$ cat src/sv/rme_pkg.sv
// ----------------------------------------------------------------------------
// rme_pkg
// Shared types and constants for the register machine execute block.
// ----------------------------------------------------------------------------
package rme_pkg;

	localparam int unsigned WORD_W       = 16;
	localparam int unsigned IDX_W        = 4;
	localparam int unsigned NUM_REGS_DEF = 16;
	localparam int unsigned CNT_W        = 5;

	// Instruction groups.
	localparam logic [3:0] GRP_ALU  = 4'h0;
	localparam logic [3:0] GRP_MOVE = 4'h1;
	localparam logic [3:0] GRP_JUMP = 4'h2;
	localparam logic [3:0] GRP_CLR  = 4'hF;

	// Functions of the ALU group.
	localparam logic [3:0] FN_ADD = 4'h0;
	localparam logic [3:0] FN_SUB = 4'h1;
	localparam logic [3:0] FN_MUL = 4'h2;
	localparam logic [3:0] FN_DIV = 4'h3;
	localparam logic [3:0] FN_AND = 4'h4;
	localparam logic [3:0] FN_OR  = 4'h5;
	localparam logic [3:0] FN_NOT = 4'h6;
	localparam logic [3:0] FN_XOR = 4'h7;
	localparam logic [3:0] FN_SHR = 4'h8;
	localparam logic [3:0] FN_SHL = 4'h9;

	// Functions of the move group (also jump uses FN_LDI code 0).
	localparam logic [3:0] FN_LDI  = 4'h0;
	localparam logic [3:0] FN_COPY = 4'h1;
	localparam logic [3:0] FN_SWAP = 4'h2;

	typedef enum logic [1:0] {
		ST_IDLE,
		ST_RUN,
		ST_DONE
	} state_t;

	// Start request to the serial unit.
	typedef struct packed {
		logic             start;
		logic [3:0]       fn;
		logic [WORD_W-1:0] a;
		logic [WORD_W-1:0] b;
	} su_req_t;

	// Completion report of the serial unit.
	typedef struct packed {
		logic              done;
		logic [WORD_W-1:0] result;
		logic              div_zero;
	} su_rsp_t;

endpackage

$ cat src/sv/register_machine_execute.sv
// ----------------------------------------------------------------------------
// register_machine_execute
// Executes one instruction per item against a program counter and a
// register file and reports the new pc and every register write.
// ----------------------------------------------------------------------------
// ALU-group instructions (add through shift left) run through a bit-serial
// unit that handles one operand bit per cycle, so they take longer than all
// other instructions. The block takes one item at a time; its result waits
// in an output register until taken while the next item is already accepted
// and executed, and the register file holds NUM_REGS words.
module register_machine_execute #(
	parameter int unsigned NUM_REGS = rme_pkg::NUM_REGS_DEF
) (
	input  logic                       clk,
	input  logic                       arst_n,
	input  logic                       in_valid,
	output logic                       in_stall,
	input  logic [rme_pkg::WORD_W-1:0] instr_word,
	input  logic [rme_pkg::WORD_W-1:0] imm_word,
	output logic                       out_valid,
	input  logic                       out_stall,
	output logic [rme_pkg::WORD_W-1:0] next_pc,
	output logic                       dest_valid,
	output logic [rme_pkg::IDX_W-1:0]  dest_index,
	output logic [rme_pkg::WORD_W-1:0] dest_value,
	output logic                       swap_valid,
	output logic [rme_pkg::IDX_W-1:0]  swap_index,
	output logic [rme_pkg::WORD_W-1:0] swap_value,
	output logic                       regs_cleared,
	output logic                       div_zero
);
	import rme_pkg::*;

	state_t            state_q;
	state_t            state_nxt;
	logic [WORD_W-1:0] pc_q;
	logic [WORD_W-1:0] regs_q [NUM_REGS];
	logic [WORD_W-1:0] ins_q;
	logic [WORD_W-1:0] imm_q;
	logic [3:0]        grp;
	logic [3:0]        fn;
	logic [IDX_W-1:0]  rx;
	logic [IDX_W-1:0]  ry;
	logic              rx_ok;
	logic              ry_ok;
	logic [WORD_W-1:0] a_val;
	logic [WORD_W-1:0] b_val;
	logic              is_alu;
	logic              go;
	logic              finish;
	logic              out_free;
	su_req_t           su_req;
	su_rsp_t           su_rsp;

	logic              o_valid_q;
	logic [WORD_W-1:0] o_pc_q;
	logic              o_dv_q;
	logic [IDX_W-1:0]  o_di_q;
	logic [WORD_W-1:0] o_dval_q;
	logic              o_sv_q;
	logic [IDX_W-1:0]  o_si_q;
	logic [WORD_W-1:0] o_sval_q;
	logic              o_clr_q;
	logic              o_dz_q;

	// Instruction fields of the held item.
	assign grp   = ins_q[15:12];
	assign fn    = ins_q[11:8];
	assign rx    = ins_q[7:4];
	assign ry    = ins_q[3:0];
	assign rx_ok = (32'(rx) < NUM_REGS);
	assign ry_ok = (32'(ry) < NUM_REGS);
	assign a_val = rx_ok ? regs_q[rx[$clog2(NUM_REGS)-1:0]] : '0;
	assign b_val = ry_ok ? regs_q[ry[$clog2(NUM_REGS)-1:0]] : '0;
	assign is_alu = (grp == GRP_ALU) && (fn <= FN_SHL);

	assign go       = in_valid && !in_stall;
	assign finish   = is_alu ? su_rsp.done : 1'b1;
	assign out_free = !o_valid_q || !out_stall;

	// Next state.
	always_comb begin
		state_nxt = state_q;
		case (state_q)
			ST_IDLE: if (go) state_nxt = ST_RUN;
			ST_RUN:  if (finish) state_nxt = ST_DONE;
			ST_DONE: if (out_free) state_nxt = ST_IDLE;
			default: state_nxt = ST_IDLE;
		endcase
	end

	// Outputs of the controller.
	always_comb begin
		in_stall      = (state_q != ST_IDLE);
		su_req.start  = (state_q == ST_IDLE) && go;
		su_req.fn     = instr_word[11:8];
		su_req.a      = '0;
		su_req.b      = '0;
		if (32'(instr_word[7:4]) < NUM_REGS) begin
			su_req.a = regs_q[instr_word[4 +: $clog2(NUM_REGS)]];
		end
		if (32'(instr_word[3:0]) < NUM_REGS) begin
			su_req.b = regs_q[instr_word[0 +: $clog2(NUM_REGS)]];
		end
		if (!((instr_word[15:12] == GRP_ALU) && (instr_word[11:8] <= FN_SHL))) begin
			su_req.start = 1'b0;
		end
	end

	rme_serial_alu u_alu (
		.clk    (clk),
		.arst_n (arst_n),
		.req    (su_req),
		.rsp    (su_rsp)
	);

	always_ff @(posedge clk or negedge arst_n) begin
		if (!arst_n) begin
			state_q <= ST_IDLE;
		end else begin
			state_q <= state_nxt;
		end
	end

	always_ff @(posedge clk) begin
		if (go) begin
			ins_q <= instr_word;
			imm_q <= imm_word;
		end
	end

	// Architectural state and result register; the result is written once the
	// output register is free, which may be in the cycle its old item is taken.
	always_ff @(posedge clk or negedge arst_n) begin
		if (!arst_n) begin
			pc_q      <= '0;
			o_valid_q <= 1'b0;
			o_pc_q    <= '0;
			o_dv_q    <= 1'b0;
			o_di_q    <= '0;
			o_dval_q  <= '0;
			o_sv_q    <= 1'b0;
			o_si_q    <= '0;
			o_sval_q  <= '0;
			o_clr_q   <= 1'b0;
			o_dz_q    <= 1'b0;
			for (int i = 0; i < int'(NUM_REGS); i++) begin
				regs_q[i] <= '0;
			end
		end else begin
			if (state_q == ST_DONE && out_free) begin
				o_valid_q <= 1'b1;
				o_dv_q    <= 1'b0;
				o_di_q    <= '0;
				o_dval_q  <= '0;
				o_sv_q    <= 1'b0;
				o_si_q    <= '0;
				o_sval_q  <= '0;
				o_clr_q   <= 1'b0;
				o_dz_q    <= 1'b0;
				o_pc_q    <= pc_q;
				case (grp)
					GRP_ALU: begin
						pc_q   <= pc_q + WORD_W'(2);
						o_pc_q <= pc_q + WORD_W'(2);
						if (is_alu) begin
							o_dz_q <= su_rsp.div_zero;
							if (rx_ok) begin
								regs_q[rx[$clog2(NUM_REGS)-1:0]] <= su_rsp.result;
								o_dv_q   <= 1'b1;
								o_di_q   <= rx;
								o_dval_q <= su_rsp.result;
							end
						end
					end
					GRP_MOVE: begin
						pc_q   <= pc_q + ((fn == FN_LDI) ? WORD_W'(4) : WORD_W'(2));
						o_pc_q <= pc_q + ((fn == FN_LDI) ? WORD_W'(4) : WORD_W'(2));
						if (fn == FN_LDI || fn == FN_COPY || fn == FN_SWAP) begin
							if (rx_ok) begin
								regs_q[rx[$clog2(NUM_REGS)-1:0]] <=
									(fn == FN_LDI) ? imm_q : b_val;
								o_dv_q   <= 1'b1;
								o_di_q   <= rx;
								o_dval_q <= (fn == FN_LDI) ? imm_q :
									((fn == FN_SWAP && rx == ry) ? a_val : b_val);
							end
						end
						if (fn == FN_SWAP && ry_ok) begin
							if (rx != ry) begin
								regs_q[ry[$clog2(NUM_REGS)-1:0]] <= a_val;
							end
							o_sv_q   <= 1'b1;
							o_si_q   <= ry;
							o_sval_q <= a_val;
						end
					end
					GRP_JUMP: begin
						if (fn == FN_LDI) begin
							pc_q   <= imm_q;
							o_pc_q <= imm_q;
						end
					end
					GRP_CLR: begin
						pc_q    <= '0;
						o_pc_q  <= '0;
						o_clr_q <= 1'b1;
						for (int i = 0; i < int'(NUM_REGS); i++) begin
							regs_q[i] <= '0;
						end
					end
					default: begin
						o_pc_q <= pc_q;
					end
				endcase
			end else if (o_valid_q && !out_stall) begin
				o_valid_q <= 1'b0;
			end
		end
	end

	assign out_valid    = o_valid_q;
	assign next_pc      = o_pc_q;
	assign dest_valid   = o_dv_q;
	assign dest_index   = o_di_q;
	assign dest_value   = o_dval_q;
	assign swap_valid   = o_sv_q;
	assign swap_index   = o_si_q;
	assign swap_value   = o_sval_q;
	assign regs_cleared = o_clr_q;
	assign div_zero     = o_dz_q;

endmodule

$ cat src/sv/rme_serial_alu.sv
// ----------------------------------------------------------------------------
// rme_serial_alu
// Bit-serial ALU: one bit of the operands per cycle.
// ----------------------------------------------------------------------------
module rme_serial_alu (
	input  logic             clk,
	input  logic             arst_n,
	input  rme_pkg::su_req_t req,
	output rme_pkg::su_rsp_t rsp
);
	import rme_pkg::*;

	logic              busy_q;
	logic [CNT_W-1:0]  cnt_q;
	logic [3:0]        fn_q;
	logic [WORD_W-1:0] a_q;
	logic [WORD_W-1:0] b_q;
	logic [WORD_W-1:0] acc_q;
	logic [WORD_W-1:0] rem_q;
	logic              carry_q;
	logic              dz_q;
	logic              done_q;
	logic              last;
	logic              sum_bit;
	logic              sum_carry;
	logic              bbit;
	logic [WORD_W:0]   rem_sh;
	logic [WORD_W:0]   rem_sub;
	logic [WORD_W-1:0] sh_amt_src;
	logic              wide_shift;

	assign last = (cnt_q == CNT_W'(WORD_W - 1));

	// Serial add or subtract of the low bits; b is inverted for subtract.
	assign bbit      = (fn_q == FN_SUB) ? ~b_q[0] : b_q[0];
	assign sum_bit   = a_q[0] ^ bbit ^ carry_q;
	assign sum_carry = (a_q[0] & bbit) | (a_q[0] & carry_q) | (bbit & carry_q);

	// Restoring division step: one quotient bit from the top of a.
	assign rem_sh  = {rem_q, a_q[WORD_W-1]};
	assign rem_sub = rem_sh - {1'b0, b_q};

	// The original shift amount is held in rem_q for shift ops.
	assign sh_amt_src = rem_q;
	assign wide_shift = (sh_amt_src[WORD_W-1:4] != '0);

	always_ff @(posedge clk or negedge arst_n) begin
		if (!arst_n) begin
			busy_q <= 1'b0;
			done_q <= 1'b0;
			cnt_q  <= '0;
		end else begin
			done_q <= 1'b0;
			if (req.start && !busy_q) begin
				busy_q <= 1'b1;
				cnt_q  <= '0;
			end else if (busy_q) begin
				cnt_q <= cnt_q + 1'b1;
				if (last) begin
					busy_q <= 1'b0;
					done_q <= 1'b1;
				end
			end
		end
	end

	// Datapath: each op consumes one bit per cycle.
	always_ff @(posedge clk) begin
		if (req.start && !busy_q) begin
			fn_q    <= req.fn;
			a_q     <= req.a;
			b_q     <= req.b;
			acc_q   <= '0;
			carry_q <= (req.fn == FN_SUB);
			dz_q    <= (req.fn == FN_DIV) && (req.b == '0);
			rem_q   <= ((req.fn == FN_SHR) || (req.fn == FN_SHL)) ? req.b : '0;
			if (req.fn == FN_SHL) begin
				acc_q <= req.a;
			end
			if (req.fn == FN_SHR) begin
				acc_q <= req.a;
			end
		end else if (busy_q) begin
			case (fn_q)
				FN_ADD, FN_SUB: begin
					acc_q   <= {sum_bit, acc_q[WORD_W-1:1]};
					carry_q <= sum_carry;
					a_q     <= a_q >> 1;
					b_q     <= b_q >> 1;
				end
				FN_MUL: begin
					// Shift-and-add from the multiplier's low bit.
					if (b_q[0]) begin
						acc_q <= acc_q + a_q;
					end
					a_q <= a_q << 1;
					b_q <= b_q >> 1;
				end
				FN_DIV: begin
					if (!rem_sub[WORD_W]) begin
						rem_q <= rem_sub[WORD_W-1:0];
						acc_q <= {acc_q[WORD_W-2:0], 1'b1};
					end else begin
						rem_q <= rem_sh[WORD_W-1:0];
						acc_q <= {acc_q[WORD_W-2:0], 1'b0};
					end
					a_q <= a_q << 1;
				end
				FN_AND, FN_OR, FN_XOR, FN_NOT: begin
					case (fn_q)
						FN_AND:  acc_q <= {a_q[0] & b_q[0], acc_q[WORD_W-1:1]};
						FN_OR:   acc_q <= {a_q[0] | b_q[0], acc_q[WORD_W-1:1]};
						FN_XOR:  acc_q <= {a_q[0] ^ b_q[0], acc_q[WORD_W-1:1]};
						default: acc_q <= {~a_q[0], acc_q[WORD_W-1:1]};
					endcase
					a_q <= a_q >> 1;
					b_q <= b_q >> 1;
				end
				FN_SHR, FN_SHL: begin
					// Shift one place per cycle while the count remains.
					if (wide_shift) begin
						acc_q <= '0;
					end else if (cnt_q < {1'b0, sh_amt_src[3:0]}) begin
						acc_q <= (fn_q == FN_SHR) ? (acc_q >> 1) : (acc_q << 1);
					end
				end
				default: begin
					acc_q <= '0;
				end
			endcase
		end
	end

	always_comb begin
		rsp.done     = done_q;
		rsp.result   = dz_q ? {WORD_W{1'b1}} : acc_q;
		rsp.div_zero = dz_q;
	end

endmodule

$ cat config.mk
export PLATFORM = sky130hd
export DESIGN_NAME = register_machine_execute
export DESIGN_NICKNAME = d
export VERILOG_FILES = /design/src/sv/rme_pkg.sv /design/src/sv/register_machine_execute.sv /design/src/sv/rme_serial_alu.sv
export SDC_FILE = /design/constraint.sdc
export NUM_CORES = 2
export LEC_CHECK = 0
export ABC_AREA = 1
export BUFFER_PORTS_ARGS = -buffer_cell sky130_fd_sc_hd__buf_2
export CAP_MARGIN = 20
export CORE_ASPECT_RATIO = 0.9
export CORE_MARGIN = 3
export CORE_UTILIZATION = 45
export CTS_CLUSTER_SIZE = 40
export DETAILED_ROUTE_END_ITERATION = 8
export MAX_ROUTING_LAYER = met4
export PLACE_DENSITY = 0.6
export SLEW_MARGIN = 20
export SYNTH_ARGS = -nofsm -noshare
export SYNTH_HDL_FRONTEND = slang
export SYNTH_SLANG_ARGS = --single-unit
$ cat constraint.sdc
create_clock -name clk -period 2.95 [get_ports clk]
set_input_delay 0.59 -clock clk [delete_from_list [all_inputs] [get_ports clk]]
set_output_delay 0.59 -clock clk [all_outputs]
set_load 0.01 [all_outputs]
# Word-level counts from Yosys, hierarchy flattened
# Cells that the tools add are included.
# totals
reg_bits	428
mem_count	0
ram_bits	0
latchBits	0
romBits	0
wordCells	241
# op_classes
div	0
n_bitwise	16
reduce_logical	49
mux	93
magnitude_cmp	9
addsub	5
multipliers	0
n_eq_ne	30
shift	0
# ops
operator	count
two-way mux 256 bit	6
bitwise mux 256 bit	3
one-hot mux 256 bit (3 select lines)	1
two-way mux 16 bit	37
binary-select mux 16 bit (select 4 bit)	4
demux 16 bit (select 4 bit)	2
one-hot mux 16 bit (5 select lines)	1
one-hot mux 16 bit (2 select lines)	2
one-hot mux 16 bit (4 select lines)	1
one-hot mux 16 bit (3 select lines)	1
two-way mux 1 bit	22
equality test 4 x 2 -> 1 bit, second input constant	5
equality test 4 bit, second input constant	5
>= comparator 5 bit, second input constant	4
NOT 4 -> 5 bit	4
subtractor 17 x 16 -> 17 bit	1
adder 16 bit	1
adder 16 x 2 -> 16 bit, second input constant	1
adder 16 x 3 -> 16 bit	1
equality test 4 x 1 -> 1 bit, second input constant	4
equality test 4 x 3 -> 1 bit, second input constant	4
zero test 16 bit	1
zero test 4 bit	4
two-way mux 4 bit	4
36 further kinds	83

# Depth between registers and ports, before layout
# depth
depth_word	13
mapped_depth	20
ltp_nobuf	19

# Modules after synthesis
# From an unflattened synthesis, not the netlist that was laid out.
# unflattened
hier_cells	7027
hier_area_um2	40666.5
# modules_own_cells
mod	area_per_inst_um2	seq_area_each_um2	n_inst	cells_per_inst
register_machine_execute	34184.0	8943.6	1	6081
rme_serial_alu	6482.5	2277.2	1	946

# Worst setup path before layout
# No wires, ideal clock.
# synth_path
kind	input port to flip-flop
startpoint	in in_valid
endpoint	reg u_alu.rem_q[0] (enable)
setup_ns	0.411
path_buffers	1
required_ns	2.539
cell_stages	7
path_slack_ns	-0.069
arrival_ns	2.607
cell_sequence	nand2_1 inv_1 nand3b_1 nor2_1 inv_2 clkbuf_1 o21ai_0
# synth_via
elab_chain_cells	6
word_cells_on_any_way	7
classes_between	mux: 1; reduce/logical: 6
# synth_rtl
element	line	rtl
start, declared	register_machine_execute.sv:16	input logic in_valid,
logical AND 1 bit (*)	register_machine_execute.sv:77	assign go = in_valid && !in_stall;
net go	register_machine_execute.sv:49	logic go;
logical AND 1 bit (*)	register_machine_execute.sv:95	su_req.start = (state_q == ST_IDLE) && go;
two-way mux 1 bit (*)	register_machine_execute.sv:105	if (!((instr_word[15:12] == GRP_ALU) && (instr_word[11:8] <= FN_SHL))) begin
logical AND 1 bit (*)	rme_serial_alu.sv:69	if (req.start && !busy_q) begin
nonzero test 2 bit (no source line)	n/a	
AND reduction 2 bit (no source line) (*)	n/a	
end signal, assigned	rme_serial_alu.sv:76	rem_q <= ((req.fn == FN_SHR) || (req.fn == FN_SHL)) ? req.b : '0;
end signal, assigned	rme_serial_alu.sv:101	rem_q <= rem_sub[WORD_W-1:0];
end signal, assigned	rme_serial_alu.sv:104	rem_q <= rem_sh[WORD_W-1:0];
end, declared	rme_serial_alu.sv:19	logic [WORD_W-1:0] rem_q;
# The timed path passes the listed nets; every way through them passes the cells marked *.
# A chain may end at the register's enable or synchronous reset.

# Worst setup path after layout
# layout_path
startpoint	reg ins_q[0]
endpoint	reg o_dval_q[1] (netlist: dest_value[1])
# layout_via
elab_chain_cells	8
word_cells_on_any_way	10
classes_between	eq/ne: 1; mux: 7; bitwise: 1; reduce/logical: 1
# layout_rtl
element	line	rtl
start, declared	register_machine_execute.sv:38	logic [WORD_W-1:0] ins_q;
start signal, assigned	register_machine_execute.sv:127	ins_q <= instr_word;
NOT 4 -> 5 bit (implied by the code)	register_machine_execute.sv:74	assign b_val = ry_ok ? regs_q[ry[$clog2(NUM_REGS)-1:0]] : '0;
binary-select mux 16 bit (select 4 bit)	register_machine_execute.sv:74	
two-way mux 16 bit (implied by the code) (2 in a row)	register_machine_execute.sv:74	
two-way mux 16 bit (*)	register_machine_execute.sv:186	((fn == FN_SWAP && rx == ry) ? a_val : b_val);
two-way mux 16 bit (*)	register_machine_execute.sv:185	o_dval_q <= (fn == FN_LDI) ? imm_q :
two-way mux 16 bit (*)	register_machine_execute.sv:179	if (fn == FN_LDI || fn == FN_COPY || fn == FN_SWAP) begin
one-hot mux 16 bit (2 select lines) (*)	register_machine_execute.sv:162	case (grp)
end signal, assigned	register_machine_execute.sv:172	o_dval_q <= su_rsp.result;
end signal, assigned	register_machine_execute.sv:185	
end, declared	register_machine_execute.sv:59	logic [WORD_W-1:0] o_dval_q;
# Mark *: on every way between the ends. The rest lies on a longest branch, timed or not. The select of a mux whose other input is x is not followed.

==> summary.txt <==
Place
  – Number of buffers added on ports: 97
  – Detail Placement HPWL: roughly 160 mm
  – Gpl congestion: around 1.2

Synthesis
  – Number of synthesized register bits: between 400 and 500
  – Mean post-synth cell area: ~6 um2
  – Yosys cell types: 53
  – Area leader, netlist: dfrtp_1
  – Area contributors post-synth: dfrtp_1, nand2_1, a21oi_1, edfxtp_1, inv_1
  – Warnings from Yosys: 0
  – Most common cell in the netlist: nand2_1
  – Cells after synthesis: ~6400
  – Main flop type after synthesis: dfrtp_1
  – Number of synthesized flops with an enable pin: 102
  – Syn_nets: between 6000 and 7000
  – Post-Syn Area: between 30000 and 40000 um2
  – Asr flop ratio synth: roughly three quarters
  – Synth cell count leaders: nand2_1, a21oi_1, inv_1
  – Register area share after synthesis: roughly 30%
  – Yosys top cell area share: 21.4%

Outcome
  – Run status: finished, final reports clean

GRT
  – Number of global-route vias before repair: 41500
  – Gr usage total: roughly half
  – Antenna violations before repair: 6
  – Largest net degree at the start of global routing: 79
  – Global-route wire length before repair: just over 300 mm
  – Total gr overflow: 0

Floorplanning
  – Die Area: 88300 um2
  – Area of the core: roughly 83000 um2
  – Initial core utilization: a little under half
  – Num rows: 100
  – IO Pins: 98
  – Die Span Y: about 280 um
  – Die width: around 310 um

Power and ir drop
  – Clock share of power: between 10% and 20%
  – Gate power share: 52.6%
  – Peak supply drop: roughly 0.00053 V
  – Pwr Total: 38.6 mW
  – Sw frac: 50.9%
  – Lkg Pwr: roughly 24 nW
  – Pwr Density: 872 nW/um2
  – P_sw: roughly 20 mW
  – Pint: 19.0 mW
  – Sequential Power Share: 27.8%

Final layout
  – Final nets: around 6600
  – P&R area growth vs syn: 16.1%
  – Fillers: approximately 8600
  – Layout cells sized above 1: about an eighth
  – Final Core Density: 53.1%

Timing
  – Clk_skew: roughly 37 ps
  – Final worst path period need: between 2000 and 3000 ps
  – Final setup viols: 0
  – Count of final hold-check violations: 0
  – Fmax: between 300 and 400 MHz
  – Max-slew violations: 0
  – Max-slew headroom: approximately a quarter
  – Crit share post-route: between 90% and 100%
  – Final hold slack: ~110 ps
  – Slew @ Worst Pin: between 1000 and 1500 ps
  – TNS Setup: 0 ps

Clocking
  – Clock Sinks: 428
  – Clock Path Buffers: 3
  – Clock slew at reported path FFs: about 70 ps
  – Total CTS buffers: 55
  – CTS tree: done
  – Clk root buf: clkbuf_16
  – H-Tree Depth: 2
  – Clk_lat worst skew: between 600 and 700 ps

Detailed routing
  – Initial DRC Count: 8613
  – Wire per inst: between 20 and 30 um
  – DRT antenna net count: 0
  – 1st-pass router iterations: 9
  – Vias per cell: between 6 and 7
  – DRC: 0
  – Vias after detailed routing: around 48000
  – Final WL: around 220 mm

Setup path
  – Reg2reg path depth: 13
  – RR Endpoint: dest_value[1]
  – Crit path launch: ins_q[0]
  – Setup CP Type: reg2reg
  – Reg2reg setup slack: 0.9 ps
  – Worst path required time: about 3500 ps
  – Crit-path max FO: 35
  – Worst Path Arrival: 3460 ps
  – Worst flop-to-flop path startpoint: ins_q[0]
  – CP Capture Type: flip-flop
  – CP startpoint kind: flip-flop

Hold path
  – WHS Endpoint: imm_q[2]
  – Min-delay src: imm_word[2]
  – Worst hold path class: in2reg
  – Worst Hold Depth: 1

Flow run
  – Maxcap violations: 0
==> critical path, cell delays in order (launching register included) <==
cell      delay (ps)
edfxtp_1         500
buf_12           220
buf_4            240
nand2_1           60
o21ai_0           80
nand2_1           90
nand2_1          120
nand2_1          230
nand2_1           80
o21ai_0          290
nand2_1          290
a22oi_1          320
buf_4            180
o21ai_0           60
==> power groups by stage <==
stage | logic [mW] | clock network [mW] | registers (mW)
final | 20.3 | 7.58 | 10.7
after CTS | 19.0 | 7.56 | 10.5
after detailed placement | 18.9 | 0 | 10.5
after global routing | 21.4 | 7.77 | 10.8
after floorplan | 11.2 | 0 | 9.73
after global placement | 18.8 | 0 | 10.6
==> cell type report <==
class / instances / area (um2) / area share, %
well taps: 1122 / 1400 / 3.17
multi-input cells: 4689 / 22100 / 49.9
repair buffers: 523 / 4560 / 10.3
inverters: 810 / 3060 / 6.91
clock buffers: 78 / 1610 / 3.63
diodes: 8 / 20.0 / 0.0452
clock inverters: 25 / 333 / 0.752
flip-flops and latches: 428 / 11200 / 25.3
==> how the worst max path moves through the flow <==
| stage | end | slack [ps] |
|---|---|---|
| after floorplan | u_alu.a_q[0] | -10 |
| after global placement | next_pc[15] | -50 |
| after detailed placement | next_pc[15] | 2 |
| after CTS | next_pc[15] | 9 |
| after global routing | next_pc[9] | -20 |
| final | dest_value[1] | 0.9 |
==> cell families (layout without fill, tap and decap cells) <==
kind of cell / Yosys count / count (layout) / synth area share, %
buf+inv: 1240 / 1436 / 13.1
fa+ha+maj: 44 / 44 / 1.52
xor+xnor: 18 / 18 / 0.413
other cells: 0 / 8 / 0
simple gates: 2903 / 2903 / 31.2
compound gates: 1724 / 1724 / 24.3
flops: 428 / 428 / 29.4
==> routing by layer <==
layer,wire [um],track usage (%)
met1,85200,65.6
met2,79900,60.7
met3,39300,21.9
met4,15200,27.9
met5,0,-
==> per-stage QoR <==
step | cell area (um2) | cells | worst slack (ps)
final | 44300 | 7683 | 0.912
after global routing | 44300 | 7682 | -17.0
after CTS | 44100 | 7671 | 8.81
after detailed placement | 42200 | 7567 | 1.66
after global placement | 42200 | 7567 | -50.6
after floorplan | 38200 | 6357 | -12.8
==> repair_timing <==
action	in CTS	in global routing
pin swaps	0	2
setup endpoints to repair	5	128
endpoints found under the hold margin	53	0
buffers inserted	0	4
hold buffers	1	0
resized for setup	2	30
==> cells in the final DEF, fill, tap and decap left out, drive strengths merged, types with 11 or more instances in the layout <==
| cell | count |
|---|---|
| o21ai | 463 |
| nand2 | 2126 |
| clkinv | 22 |
| edfxtp | 102 |
| nor3 | 14 |
| ha | 40 |
| a22oi | 52 |
| buf | 521 |
| nand4 | 13 |
| dfrtp | 326 |
| inv | 800 |
| o211ai | 68 |
| nor2 | 229 |
| o31ai | 13 |
| clkbuf | 79 |
| o22ai | 161 |
| a21oi | 939 |
| xor2 | 11 |
| nand3 | 509 |
Note: power is estimated with default switching activity, not from simulation.
